[src/fpa_pkg.sv]
// ----------------------------------------------------------------------------
// fpa_pkg
// types, constants and helpers shared by the fenwick range-sum block
// ----------------------------------------------------------------------------
package fpa_pkg;

  localparam int SIZE_DEF  = 1024;
  localparam int SUM_W_DEF = 48;

  localparam int FUNC_W  = 1;
  localparam int POS_W   = 10;
  localparam int VAL_W   = 32;
  localparam int RNG_W   = 11;
  localparam int SZ_W    = 11;
  localparam int RS_W    = 48;
  localparam int CAP_W   = 17;
  localparam int PADDR_W = 3;
  localparam int PDATA_W = 32;

  localparam logic [SZ_W-1:0] SIZE_IN_USE_RST = 11'd1024;

  // register index is paddr[2]
  localparam logic [0:0] REG_SIZE_IN_USE = 1'b0;

  localparam logic [FUNC_W-1:0] FUNC_ADD   = 1'b0;
  localparam logic [FUNC_W-1:0] FUNC_QUERY = 1'b1;

  typedef struct packed {
    logic [FUNC_W-1:0]       func;
    logic [POS_W-1:0]        position;
    logic signed [VAL_W-1:0] add_value;
    logic [RNG_W-1:0]        range_low;
    logic [RNG_W-1:0]        range_high;
  } fpa_in_t;

  typedef struct packed {
    logic                   status;
    logic signed [RS_W-1:0] range_sum;
  } fpa_out_t;

  // controller to datapath
  typedef struct packed {
    logic clr;
    logic load;
    logic upd_rd;
    logic upd_wr;
    logic q_rd;
    logic q_neg;
    logic lo_start;
    logic out_load;
  } fpa_cmd_t;

  // datapath to controller
  typedef struct packed {
    logic clr_last;
    logic func_query;
    logic pos_bad;
    logic idx_zero;
    logic upd_end;
  } fpa_sts_t;

  // smallest power of two not below s (at least 1), capped at cap
  function automatic logic [CAP_W-1:0] fpa_round_len(input logic [SZ_W-1:0] s,
                                                     input logic [CAP_W-1:0] cap);
    logic [CAP_W-1:0] len;
    logic [SZ_W-1:0]  m;
    len = CAP_W'(1);
    m   = (s == '0) ? '0 : s - SZ_W'(1);
    for (int b = 0; b < SZ_W; b++) begin
      if (m[b]) begin
        len = CAP_W'(1) << (b + 1);
      end
    end
    if (len > cap) begin
      len = cap;
    end
    return len;
  endfunction

endpackage

[src/fpa_ctrl.sv]
// ----------------------------------------------------------------------------
// fpa_ctrl
// sequencer: clearing pass, update walk, two-phase prefix query, result hand-off
// ----------------------------------------------------------------------------
module fpa_ctrl (
  input  logic              clk,
  input  logic              rst_n,
  input  logic              in_valid,
  output logic              in_ready,
  output logic              out_valid,
  input  logic              out_ready,
  input  fpa_pkg::fpa_sts_t sts,
  output fpa_pkg::fpa_cmd_t cmd
);
  import fpa_pkg::*;

  localparam logic [2:0] S_CLEAR  = 3'd0;
  localparam logic [2:0] S_IDLE   = 3'd1;
  localparam logic [2:0] S_DISP   = 3'd2;
  localparam logic [2:0] S_UPD_RD = 3'd3;
  localparam logic [2:0] S_UPD_WR = 3'd4;
  localparam logic [2:0] S_QHI    = 3'd5;
  localparam logic [2:0] S_QLO    = 3'd6;
  localparam logic [2:0] S_FIN    = 3'd7;

  logic [2:0] state_r;
  logic [2:0] state_nxt;
  logic       out_valid_r;
  logic       out_valid_nxt;

  always_comb begin
    state_nxt     = state_r;
    cmd           = '0;
    in_ready      = 1'b0;
    out_valid_nxt = out_valid_r && !out_ready;
    case (state_r)
      S_CLEAR: begin
        cmd.clr = 1'b1;
        if (sts.clr_last) begin
          state_nxt = S_IDLE;
        end
      end
      S_IDLE: begin
        in_ready = 1'b1;
        if (in_valid) begin
          cmd.load  = 1'b1;
          state_nxt = S_DISP;
        end
      end
      S_DISP: begin
        if (sts.func_query) begin
          state_nxt = S_QHI;
        end else if (sts.pos_bad) begin
          state_nxt = S_FIN;
        end else begin
          state_nxt = S_UPD_RD;
        end
      end
      S_UPD_RD: begin
        if (sts.upd_end) begin
          state_nxt = S_FIN;
        end else begin
          cmd.upd_rd = 1'b1;
          state_nxt  = S_UPD_WR;
        end
      end
      S_UPD_WR: begin
        cmd.upd_wr = 1'b1;
        state_nxt  = S_UPD_RD;
      end
      S_QHI: begin
        if (sts.idx_zero) begin
          cmd.lo_start = 1'b1;
          state_nxt    = S_QLO;
        end else begin
          cmd.q_rd = 1'b1;
        end
      end
      S_QLO: begin
        // last node read lands in the accumulator on this edge
        if (sts.idx_zero) begin
          state_nxt = S_FIN;
        end else begin
          cmd.q_rd  = 1'b1;
          cmd.q_neg = 1'b1;
        end
      end
      S_FIN: begin
        if (!out_valid_r || out_ready) begin
          cmd.out_load  = 1'b1;
          out_valid_nxt = 1'b1;
          state_nxt     = S_IDLE;
        end
      end
      default: begin
        state_nxt = S_IDLE;
      end
    endcase
  end

  always_ff @(posedge clk) begin
    if (!rst_n) begin
      state_r     <= S_CLEAR;
      out_valid_r <= 1'b0;
    end else begin
      state_r     <= state_nxt;
      out_valid_r <= out_valid_nxt;
    end
  end

  assign out_valid = out_valid_r;

endmodule

[config.mk]
export PLATFORM = sky130hd
export DESIGN_NAME = fpa_ctrl
export DESIGN_NICKNAME = d
export VERILOG_FILES = /design/src/fpa_pkg.sv /design/src/fpa_ctrl.sv
export SDC_FILE = /design/constraint.sdc
export NUM_CORES = 1
export LEC_CHECK = 0
export BUFFER_PORTS_ARGS = -buffer_cell sky130_fd_sc_hd__buf_2
export CORE_AREA = 2 2 39 41
export CTS_CLUSTER_SIZE = 28
export DETAILED_ROUTE_END_ITERATION = 8
export DIE_AREA = 0 0 41 43
export PLACE_DENSITY = 0.51
export SLEW_MARGIN = 5
export SYNTH_ARGS = -nofsm -noshare
export SYNTH_HDL_FRONTEND = slang
export SYNTH_SLANG_ARGS = --single-unit
[constraint.sdc]
create_clock -name clk -period 3.1 [get_ports clk]
set_input_delay 0.775 -clock clk [delete_from_list [all_inputs] [get_ports clk]]
set_output_delay 0.775 -clock clk [all_outputs]
set_load 0.02 [all_outputs]
* Yosys cells after proc, flatten, opt, wreduce, memory -nomap -nowiden *
Index checks and enable logic that the tools add are counted.

word-level totals
  output and inout port bits = 10
  bits of input ports = 9
  register bits = 4

cells by class
  reduce and logical (&&, ||, !) cells = 6
  eq/ne operators = 12
  muxes and demuxes = 26

operators by type and width
  operator            number
  $pmux 3 s8          1
  $mux 3              7
  $mux 1              15
  $eq 3x3->1 const B  4
  $ne 2x2->1 const B  5
  $eq 3x2->1 const B  2
  $reduce_and 5->1    1
  $mux 2              2
  $eq 3x1->1 const B  1
  $logic_not 3->1     1
  $logic_not 1->1     2
  $pmux 1 s2          1
  $logic_and 1x1->1   1
  $logic_or 1x1->1    1

* Longest topological paths before layout *
  depth in word-level cells = 4
  mapped depth = 5
  mapped depth without buffers = 4

* Worst setup path before layout *
Ideal clock, no wire load.

  path kind = input-to-output
  start point = in sts[1] in the netlist's numbering
  end point = out cmd[3] in the netlist's numbering
  path slack = 1.023 ns
  arrival time = 1.302 ns
  cell stages on the path = 1
  path through = nor3b_1

between the ends
  cells in the longest elaborated chain, start to end = 2
  elaborated cells between the ends (all ways) = 3
  classes of those cells = mux (3)

RTL lines
  what                                     line                            source
  from (decl)                              fpa_ctrl.sv:12                  input fpa_pkg::fpa_sts_t sts,
  $mux 2 / $mux 1 (equally long branches)  fpa_ctrl.sv:81, fpa_ctrl.sv:72
  $pmux 1 s2 *                             fpa_ctrl.sv:36                  case (state_r)
  to (decl)                                fpa_ctrl.sv:13                  output fpa_pkg::fpa_cmd_t cmd

Every way passes the cells marked *; elsewhere a longest branch is shown, timed or not.

==> reports/metrics.cfg <==
[run_status]
status=finished clean

[synthesis]
syn_area_sq_um=304
synthFlopType=dfxtp_1
yosysWarnings=0
syn-num-nets=48
synth.yosys.seq_area_share_pct=26.3
syn_avg_cell_area_sq_um=7.80
synthTopCellsByArea=dfxtp_1 (26%), nor3_1 (4.9%), buf_4 (4.9%)
synth_top_area_share_pct=26.3
async_reset_ff_share_pct=0
synthTopCellsByCount=dfxtp_1 (4), nor3_1 (3)
synth_cells=39
synth.distinct_cells=26
synth_most_common_cell=dfxtp_1
synth.ff_latch_count=4
synth-edff-count=0
synth_top_cell_by_area=dfxtp_1

[finish]
antennaDiodeCount=0
fin_nets=68
area_growth_pct=35.0
drive_gt1_share_pct=38.6
finalNonFillerCells=73
final_area_sq_um=410

[pwr]
leakagePower_uw=0.000201
fin_total_pwr_uw=165
irDropWorstVdd_uv=150
powerDensity_mw_per_mm2=401

[global_routing]
grt_usage_pct=8.84
grt_start_max_net_pins=15
grt_pass1_wl_mm=1.07
grt_overflow_total=0
grt_pass1_vias=250
antenna_found_initial=0

[min_path]
hold_class=flop to flop

[cts]
numCtsBuffers=3
cts.sinks=4
post_cts_buffers=0
clock_latency_ps=230
holdBufCountCts=0
cts_buffer_depth=2
ctsResizeCount=0
root_buffer=clkbuf_4
path_clk_slew_ps=40
cts_max_level=1
cts_tree=built

[job]
cap_violations=0

[timing]
max_freq_mhz=459
max_slew_margin_pct=70.7
period_minus_slack_ps=2180
fin_skew_ps=0.721
period_share_pct=70.3
maxSlewViolCount=0
tightest_slew_ps=440
fin_setup_tns_ps=0
hold_violations=0
grt_setup_unrepaired=false
setup_viol=0

[setup_path]
worstSetupPathType=primary input to primary output
end_kind=primary output
max_stage_delay_ps=230
path_cells=buf_2, or2b_1, nor2b_1, buf_2
path_max_fanout=3
crit_slowest_cell=or2b_1
worst-path-buf-inv=2
required_ps=2320
rrSetupSlack_ps=1720
crit_top_cell=buf_2
start_kind=primary input
crit_family=simple AND/OR/NAND/NOR gates
worstPathArrival_ps=1400

[floorplan]
die-area_sq_mm=0.00176
core_sq_mm=0.00138
std_cell_rows=14
die_w_um=41
ios=19
start_util_pct=22.0
die_y_um=43

[placed_design]
post_dp_cell_area_sq_um=388
dp.cells=70
dp_hpwl_um=547
gp_congestion=0.705
portBuffers=18

[detailed_routing]
drtAntennaViolNets=0
wl_um=745
first_pass_iters=4
wl_per_cell_um=10.2
viasPerCell=4.59
vias=335
post-route-drc-count=0
drtIter0Drc=4

-- registers in the layout, summed over array words and instances (netlist names) --
signal,cells
state_r,3
out_valid,1
-- path summary, 6_finish.rpt --
kind | to | start | cells past startpoint
worst max-delay path | cmd[0] | out_ready | 4
worst min-delay path | out_valid | out_valid | 2
worst max register to register | state_r[1] | state_r[2] | 4
worst min register to register | out_valid | out_valid | 2
-- through the flow --
stage / utilization, % / hold slack [ps] / worst slack (ps)
detailed placement: 28.0 / 597 / 918
global placement: 28.0 / 593 / 932
CTS: 29.7 / 600 / 920
global route: 29.7 / 669 / 880
floorplan: - / 506 / 1020
finish: 29.7 / 594 / 920
-- layer usage --
layer	global-route usage [%]	routed length, um	up-vias	part of all wire [%]
li1	-	-	176	-
met1	12.5	360	147	48
met2	11.6	341	12	46
met3	4.71	43	0	5.8
met4	2.00	0	0	0
met5	0	0	-	0
-- kinds of logic after synthesis --
group           synth area share (%)
flops                           26.3
compound gates                  18.5
buf+inv                         11.1
xor+xnor                        2.88
simple gates                    41.2
-- worst min-delay path, delay by kind of cell (launching register included) --
family             cells  cell delay [ps]
DFF                    1              290
and+or+nand+nor        1              170
AOI/OAI and AO/OA      1               80
-- layout make-up --
| class | instances | area [sq um] |
|---|---|---|
| sequential | 4 | 80.1 |
| multi-input combinational | 30 | 190 |
| inverter | 2 | 7.51 |
| timing repair buffer | 18 | 90.1 |
| clock buffer | 3 | 22.5 |
| fill | 162 | 973 |
| tap | 16 | 20.0 |
-- where the power goes --
group	internal, uW	switching [uW]	total (uW)
clock network	43.2	19.7	62.9
logic	18.2	18.9	37.1
registers	54.7	9.89	64.6
-- layout by cell type (no fill, tap or decap), types with 2 or more instances in the layout --
cell	instances
a21oi_1	2
and3_1	2
buf_2	18
clkbuf_4	3
dfxtp_1	4
inv_1	2
nand2_1	2
nor2b_1	2
nor3_1	3
nor3b_1	2
o21ai_0	2
Note: power is estimated with default switching activity, not from simulation.
