<file path="config.mk">
export PLATFORM = sky130hd
export DESIGN_NAME = fpa_cfg
export DESIGN_NICKNAME = d
export VERILOG_FILES = /design/src/fpa_pkg.sv /design/src/fpa_cfg.sv
export SDC_FILE = /design/constraint.sdc
export NUM_CORES = 1
export LEC_CHECK = 0
export BUFFER_PORTS_ARGS = -buffer_cell sky130_fd_sc_hd__buf_2
export CORE_MARGIN = 4
export CORE_UTILIZATION = 30
export CTS_BUF_LIST = sky130_fd_sc_hd__clkbuf_2 sky130_fd_sc_hd__clkbuf_4 sky130_fd_sc_hd__clkbuf_8
export CTS_CLUSTER_DIAMETER = 50
export CTS_CLUSTER_SIZE = 24
export DETAILED_ROUTE_END_ITERATION = 10
export GPL_ROUTABILITY_DRIVEN = 0
export PLACE_DENSITY = 0.65
export SYNTH_ARGS = -nofsm -noshare
export SYNTH_HDL_FRONTEND = slang
export SYNTH_SLANG_ARGS = --single-unit
</file>
<file path="constraint.sdc">
create_clock -name clk -period 4.65 [get_ports clk]
set_input_delay 0.465 -clock clk [delete_from_list [all_inputs] [get_ports clk]]
set_output_delay 0.465 -clock clk [all_outputs]
set_load 0.05 [all_outputs]
</file>
<file path="src/fpa_pkg.sv">
// ----------------------------------------------------------------------------
// fpa_pkg
// types, constants and helpers shared by the fenwick range-sum block
// ----------------------------------------------------------------------------
package fpa_pkg;

  localparam int SIZE_DEF  = 1024;
  localparam int SUM_W_DEF = 48;

  localparam int FUNC_W  = 1;
  localparam int POS_W   = 10;
  localparam int VAL_W   = 32;
  localparam int RNG_W   = 11;
  localparam int SZ_W    = 11;
  localparam int RS_W    = 48;
  localparam int CAP_W   = 17;
  localparam int PADDR_W = 3;
  localparam int PDATA_W = 32;

  localparam logic [SZ_W-1:0] SIZE_IN_USE_RST = 11'd1024;

  // register index is paddr[2]
  localparam logic [0:0] REG_SIZE_IN_USE = 1'b0;

  localparam logic [FUNC_W-1:0] FUNC_ADD   = 1'b0;
  localparam logic [FUNC_W-1:0] FUNC_QUERY = 1'b1;

  typedef struct packed {
    logic [FUNC_W-1:0]       func;
    logic [POS_W-1:0]        position;
    logic signed [VAL_W-1:0] add_value;
    logic [RNG_W-1:0]        range_low;
    logic [RNG_W-1:0]        range_high;
  } fpa_in_t;

  typedef struct packed {
    logic                   status;
    logic signed [RS_W-1:0] range_sum;
  } fpa_out_t;

  // controller to datapath
  typedef struct packed {
    logic clr;
    logic load;
    logic upd_rd;
    logic upd_wr;
    logic q_rd;
    logic q_neg;
    logic lo_start;
    logic out_load;
  } fpa_cmd_t;

  // datapath to controller
  typedef struct packed {
    logic clr_last;
    logic func_query;
    logic pos_bad;
    logic idx_zero;
    logic upd_end;
  } fpa_sts_t;

  // smallest power of two not below s (at least 1), capped at cap
  function automatic logic [CAP_W-1:0] fpa_round_len(input logic [SZ_W-1:0] s,
                                                     input logic [CAP_W-1:0] cap);
    logic [CAP_W-1:0] len;
    logic [SZ_W-1:0]  m;
    len = CAP_W'(1);
    m   = (s == '0) ? '0 : s - SZ_W'(1);
    for (int b = 0; b < SZ_W; b++) begin
      if (m[b]) begin
        len = CAP_W'(1) << (b + 1);
      end
    end
    if (len > cap) begin
      len = cap;
    end
    return len;
  endfunction

endpackage

</file>
<file path="src/fpa_cfg.sv">
// ----------------------------------------------------------------------------
// fpa_cfg
// apb register block: size_in_use and the derived used length
// ----------------------------------------------------------------------------
module fpa_cfg #(
  parameter int SIZE  = 1024,
  parameter int LEN_W = 11
) (
  input  logic                        clk,
  input  logic                        rst_n,
  input  logic                        psel,
  input  logic                        penable,
  input  logic                        pwrite,
  input  logic [fpa_pkg::PADDR_W-1:0] paddr,
  input  logic [fpa_pkg::PDATA_W-1:0] pwdata,
  output logic [fpa_pkg::PDATA_W-1:0] prdata,
  output logic                        pready,
  output logic [LEN_W-1:0]            len
);
  import fpa_pkg::*;

  logic [SZ_W-1:0]  size_r;
  logic [SZ_W-1:0]  size_nxt;
  logic [LEN_W-1:0] len_r;
  logic [LEN_W-1:0] len_nxt;
  logic [CAP_W-1:0] len_full;
  logic [CAP_W-1:0] len_rst;
  logic             wr_en;

  assign wr_en    = psel && penable && pwrite && (paddr[2] == REG_SIZE_IN_USE);
  assign size_nxt = wr_en ? pwdata[SZ_W-1:0] : size_r;
  assign len_full = fpa_round_len(size_nxt, CAP_W'(SIZE));
  assign len_rst  = fpa_round_len(SIZE_IN_USE_RST, CAP_W'(SIZE));
  assign len_nxt  = len_full[LEN_W-1:0];

  always_ff @(posedge clk) begin
    if (!rst_n) begin
      size_r <= SIZE_IN_USE_RST;
      len_r  <= len_rst[LEN_W-1:0];
    end else begin
      size_r <= size_nxt;
      len_r  <= len_nxt;
    end
  end

  assign pready = 1'b1;
  assign prdata = (paddr[2] == REG_SIZE_IN_USE) ? PDATA_W'(size_r) : '0;
  assign len    = len_r;

endmodule

</file>
Yosys cells after proc, flatten, opt, wreduce, memory -nomap -nowiden
Index checks and enable logic that the tools add are counted.
- muxes and demuxes: 14
- reductions and logical operators: 5
- add/subtract/negate cells: 1
- bitwise gates (word level): 2
- order comparisons: 1
- operator list (kind ; count):
    $mux 17 ; 10
    $mux 11 ; 3
    $gt 17x11->1 const B ; 1
    $logic_not 11->1 ; 1
    $sub 11x1->11 const B ; 1
    $logic_and 1x1->1 ; 3
    $mux 2 ; 1
    $not 1->1 ; 2
    $reduce_or 2->1 ; 1
- input port bits: 40
- logic and storage cells: 25
- register bits: 22

Depth between registers and ports, before layout
- word-level depth: 19
- depth in mapped cells: 12

Worst setup path before layout
Ideal clock, no wire load.
- kind: input-to-reg
- start: input paddr[2] (netlist bit)
- end: register len_r[2], in the netlist len[2]
- data required time: 4.563 ns
- arrival time: 3.486 ns
- cell stages on the path: 12
- buffers on the path: 3
- setup slack: 1.077 ns
- path through: nand4b_1 clkbuf_1 clkbuf_1 mux2i_1 ha_1 buf_6 or4b_4 o311ai_4 o2111ai_2 nor4b_4 o211ai_4 nor4b_2
- cells in the longest elaborated chain, start to end: 18
- elaborated cells between the ends (all ways): 19
- RTL lines (element ; RTL line ; text):
    start: declaration ; fpa_cfg.sv:14 ; input logic [fpa_pkg::PADDR_W-1:0] paddr,
    $not 1->1 (*) ; - ;
    $logic_and 1x1->1 (*) ; fpa_cfg.sv:30 ; assign wr_en = psel && penable && pwrite && (paddr[2] == REG_SIZE_IN_USE);
    $mux 11 (*) ; fpa_cfg.sv:31 ; assign size_nxt = wr_en ? pwdata[SZ_W-1:0] : size_r;
    $sub 11x1->11 or $logic_not 11->1 (tied branches) ; fpa_pkg.sv:68 ; m = (s == '0) ? '0 : s - SZ_W'(1);
    $mux 11 (*) ; fpa_pkg.sv:68 ;
    $mux 2 ; fpa_pkg.sv:70 ; if (m[b]) begin
    $mux 17 (9 in series) ; fpa_pkg.sv:70 ;
    $mux 17 (*) ; fpa_pkg.sv:70 ;
    $gt 17x11->1 ; fpa_pkg.sv:74 ; if (len > cap) begin
    $reduce_or 2->1 (no line) ; - ;
    end signal: assignment ; fpa_cfg.sv:39 ; len_r <= len_rst[LEN_W-1:0];
    end signal: assignment ; fpa_cfg.sv:42 ; len_r <= len_nxt;
    end: declaration ; fpa_cfg.sv:24 ; logic [LEN_W-1:0] len_r;
Every way passes the cells marked *; elsewhere a longest branch is shown, timed or not.
A chain may end at the register's enable or synchronous reset.

Worst setup path in the final report
- start: input paddr[2] (netlist bit)
- end: register len_r[4], in the netlist len[4]
The elaborated chain is that of the path after synthesis.

==> flow_summary.toml <==
[worst_setup_path]
cp.required_ps = 4810
cp-endpoint = "len[4]"
startpoint = "paddr[2]"
crit_fanout = 13
r2r-start = "size_r[0]"
reg2reg_depth = 8
regToRegSetupSlack_ps = 1620
cp-end-kind = "flip-flop"
worstPathArrival_ps = 3660
worstSetupPathType = "primary input to flip-flop"
start_kind = "primary input"
r2r-end = "len[4]"

[synthesis]
synthCells = 204
synth.largest_area_cell = "dfxtp_1"
ys.flop_type = "dfxtp_1"
yosysWarnings = 0
netlist_area_mm2 = 0.001697
synth-seq-area-share = 0.2596
ys_seq_elements = 22
yosys-top-cells-area = "dfxtp_1 (26%), buf_4 (9.7%), nor2b_1 (6.3%)"
async_flop_share = 0
syn_area_per_cell_um2 = 8.317
synth.distinct_cells = 56
yosys.area.top_type_share = 0.2596
synth_edf_count = 0

[detailed_routing]
avgViaCountPerCell = 4.893
drt_pass1_iterations = 4
ant_nets = 0
routed_wl_um = 4108
wl_per_cell_um = 13.38
vias = 1502
drtIter0Drc = 80
drc = 0

[cells_and_area]
final_common_cell = "buf_2"
fin_util = 0.3470
fillers = 588
final_cell_mix = "buf_2 (38), conb_1 (22), dfxtp_1 (22), nand2_1 (21), nor2b_1 (17)"
antennaDiodeCount = 0
syn_to_final_growth_pct = 12.61
fin_nets = 277
drive_gt1_frac = 0.2426
regArea_um2 = 440.4
multi_input_area_mm2 = 0.001105

[global_routing]
grt_usage = 0.1179
grt_overflow = 0
first_global_vias = 1426
antenna_found_initial = 0
grt_pass1_wl_um = 6762
grt_max_degree = 23

[floorplanning]
die_area_mm2 = 0.006922
die_width_um = 83.20
core-area_mm2 = 0.005507
rows = 27
pin_count = 84
initial_core_util = 0.3081
die_y_um = 83.20

[power_and_ir_drop]
cellLeakagePower_uw = 0.0008504
ir_worst_vdd_v = 0.00008685
power_density_mw_per_mm2 = 247.5

[timing]
setup_viol = 0
rsz0062_at_grt = "false"
drv_slew = 0
hold_viol_final = 0
timing.fmax_ghz = 0.2855
skew_ps = 12.21
period_minus_slack_ps = 3503
fin_crit_sh = 0.7533
setup_total_negative_slack_ps = 0

[clock_network]
htreeDepth = 1
clock_sinks = 22
cts_tree = "built"
clk_latency_ps = 270
postCtsSetupRepairBufs = 0
cts_buffer_depth = 2
cts_root_buffer = "clkbuf_8"
clk_pin_slew_ps = 90
cts-hold-fix-buffers = 0
cts_inserted_buffers = 3
cts_resized = 0

[outcome]
status = "finished, final reports clean"

[placed_design]
portBuffers = 38
dp_hpwl_um = 3265

[worst_hold_path]
hold_path.class = "primary input to flip-flop"

[run]
max_cap_violations = 0
[logic make-up (layout without fill, tap and decap cells)]
group,after synthesis,in the layout,share of synthesized area
xor gates and xnor gates,5,5,0.02582
adders and majority gates,1,1,0.007373
DFF,22,22,0.2596
muxes,5,5,0.02950
AOI/OAI and AO/OA,40,40,0.2080
and+or+nand+nor,93,93,0.3319
buffers and inverters,36,47,0.1335
other,2,22,0.004426
[stage by stage]
step,setup slack [ps],instances,total power [µW],hold WS [ps],instance area (µm²)
2_1_floorplan,1077,224,323.6,492.2,1772
3_3_place_gp,850.7,303,335.5,528.2,1856
3_5_place_dp,867.9,303,336.7,557.8,1856
4_1_cts,1136,307,479.2,470.2,1911
5_1_grt,834.0,307,499.9,484.6,1911
6_report,1147,307,472.8,470.3,1911
[flip-flops by register name, indices dropped and copies added, names as in the netlist]
signal / count
len: 11
size_r: 11
[metal layers]
metal  global-route usage  up-vias  wire length, µm
met1               0.1458      689             1801
met4              0.04755        0               94
li1                     -      752                -
met2               0.1961       53             1916
met3              0.02778        8              295
met5                    0        -                0
[cell type report]
type / count / share of cell area
inverter: 2 / 0.003929
timing repair buffer: 41 / 0.1113
clock buffer: 4 / 0.02881
tap: 72 / 0.04715
multi-input combinational: 166 / 0.5783
sequential: 22 / 0.2305
[synthesized netlist by cell type (all sizes together) (4+ instances only)]
master and instances:
nor2 14, buf 24, nor3 6, a21oi 6
mux2i 5, nor2b 17, a21boi 6, or3 5
dfxtp 22, o21ai 6, nor4 4, clkbuf 10
nand2 21
[how the worst min path moves through the flow]
| stage | from | endpoint | slack (ps) | cells after the start |
|---|---|---|---|---|
| 2_1_floorplan | size_r[7] | size_r[7] | 490 | 2 |
| 3_3_place_gp | size_r[7] | size_r[7] | 530 | 2 |
| 3_5_place_dp | size_r[8] | size_r[8] | 560 | 2 |
| 4_1_cts | rst_n | size_r[10] | 470 | 2 |
| 5_1_grt | pwdata[8] | size_r[8] | 480 | 3 |
| 6_report | rst_n | size_r[10] | 470 | 2 |
[where the power goes]
part | internal, µW | switching, µW
clock | 75.6 | 64.0
sequential | 192 | 3.52
combinational | 37.3 | 101
total | 305 | 168
[worst max-delay path, stage by stage]
cell	delay, ps
buf_2	180
and4b_1	370
mux2i_1	380
ha_1	420
or4b_4	560
or3_1	400
a22oi_4	300
a211o_1	220
o211ai_4	120
a2111oi_2	240
(Power assumes the default switching activity.)
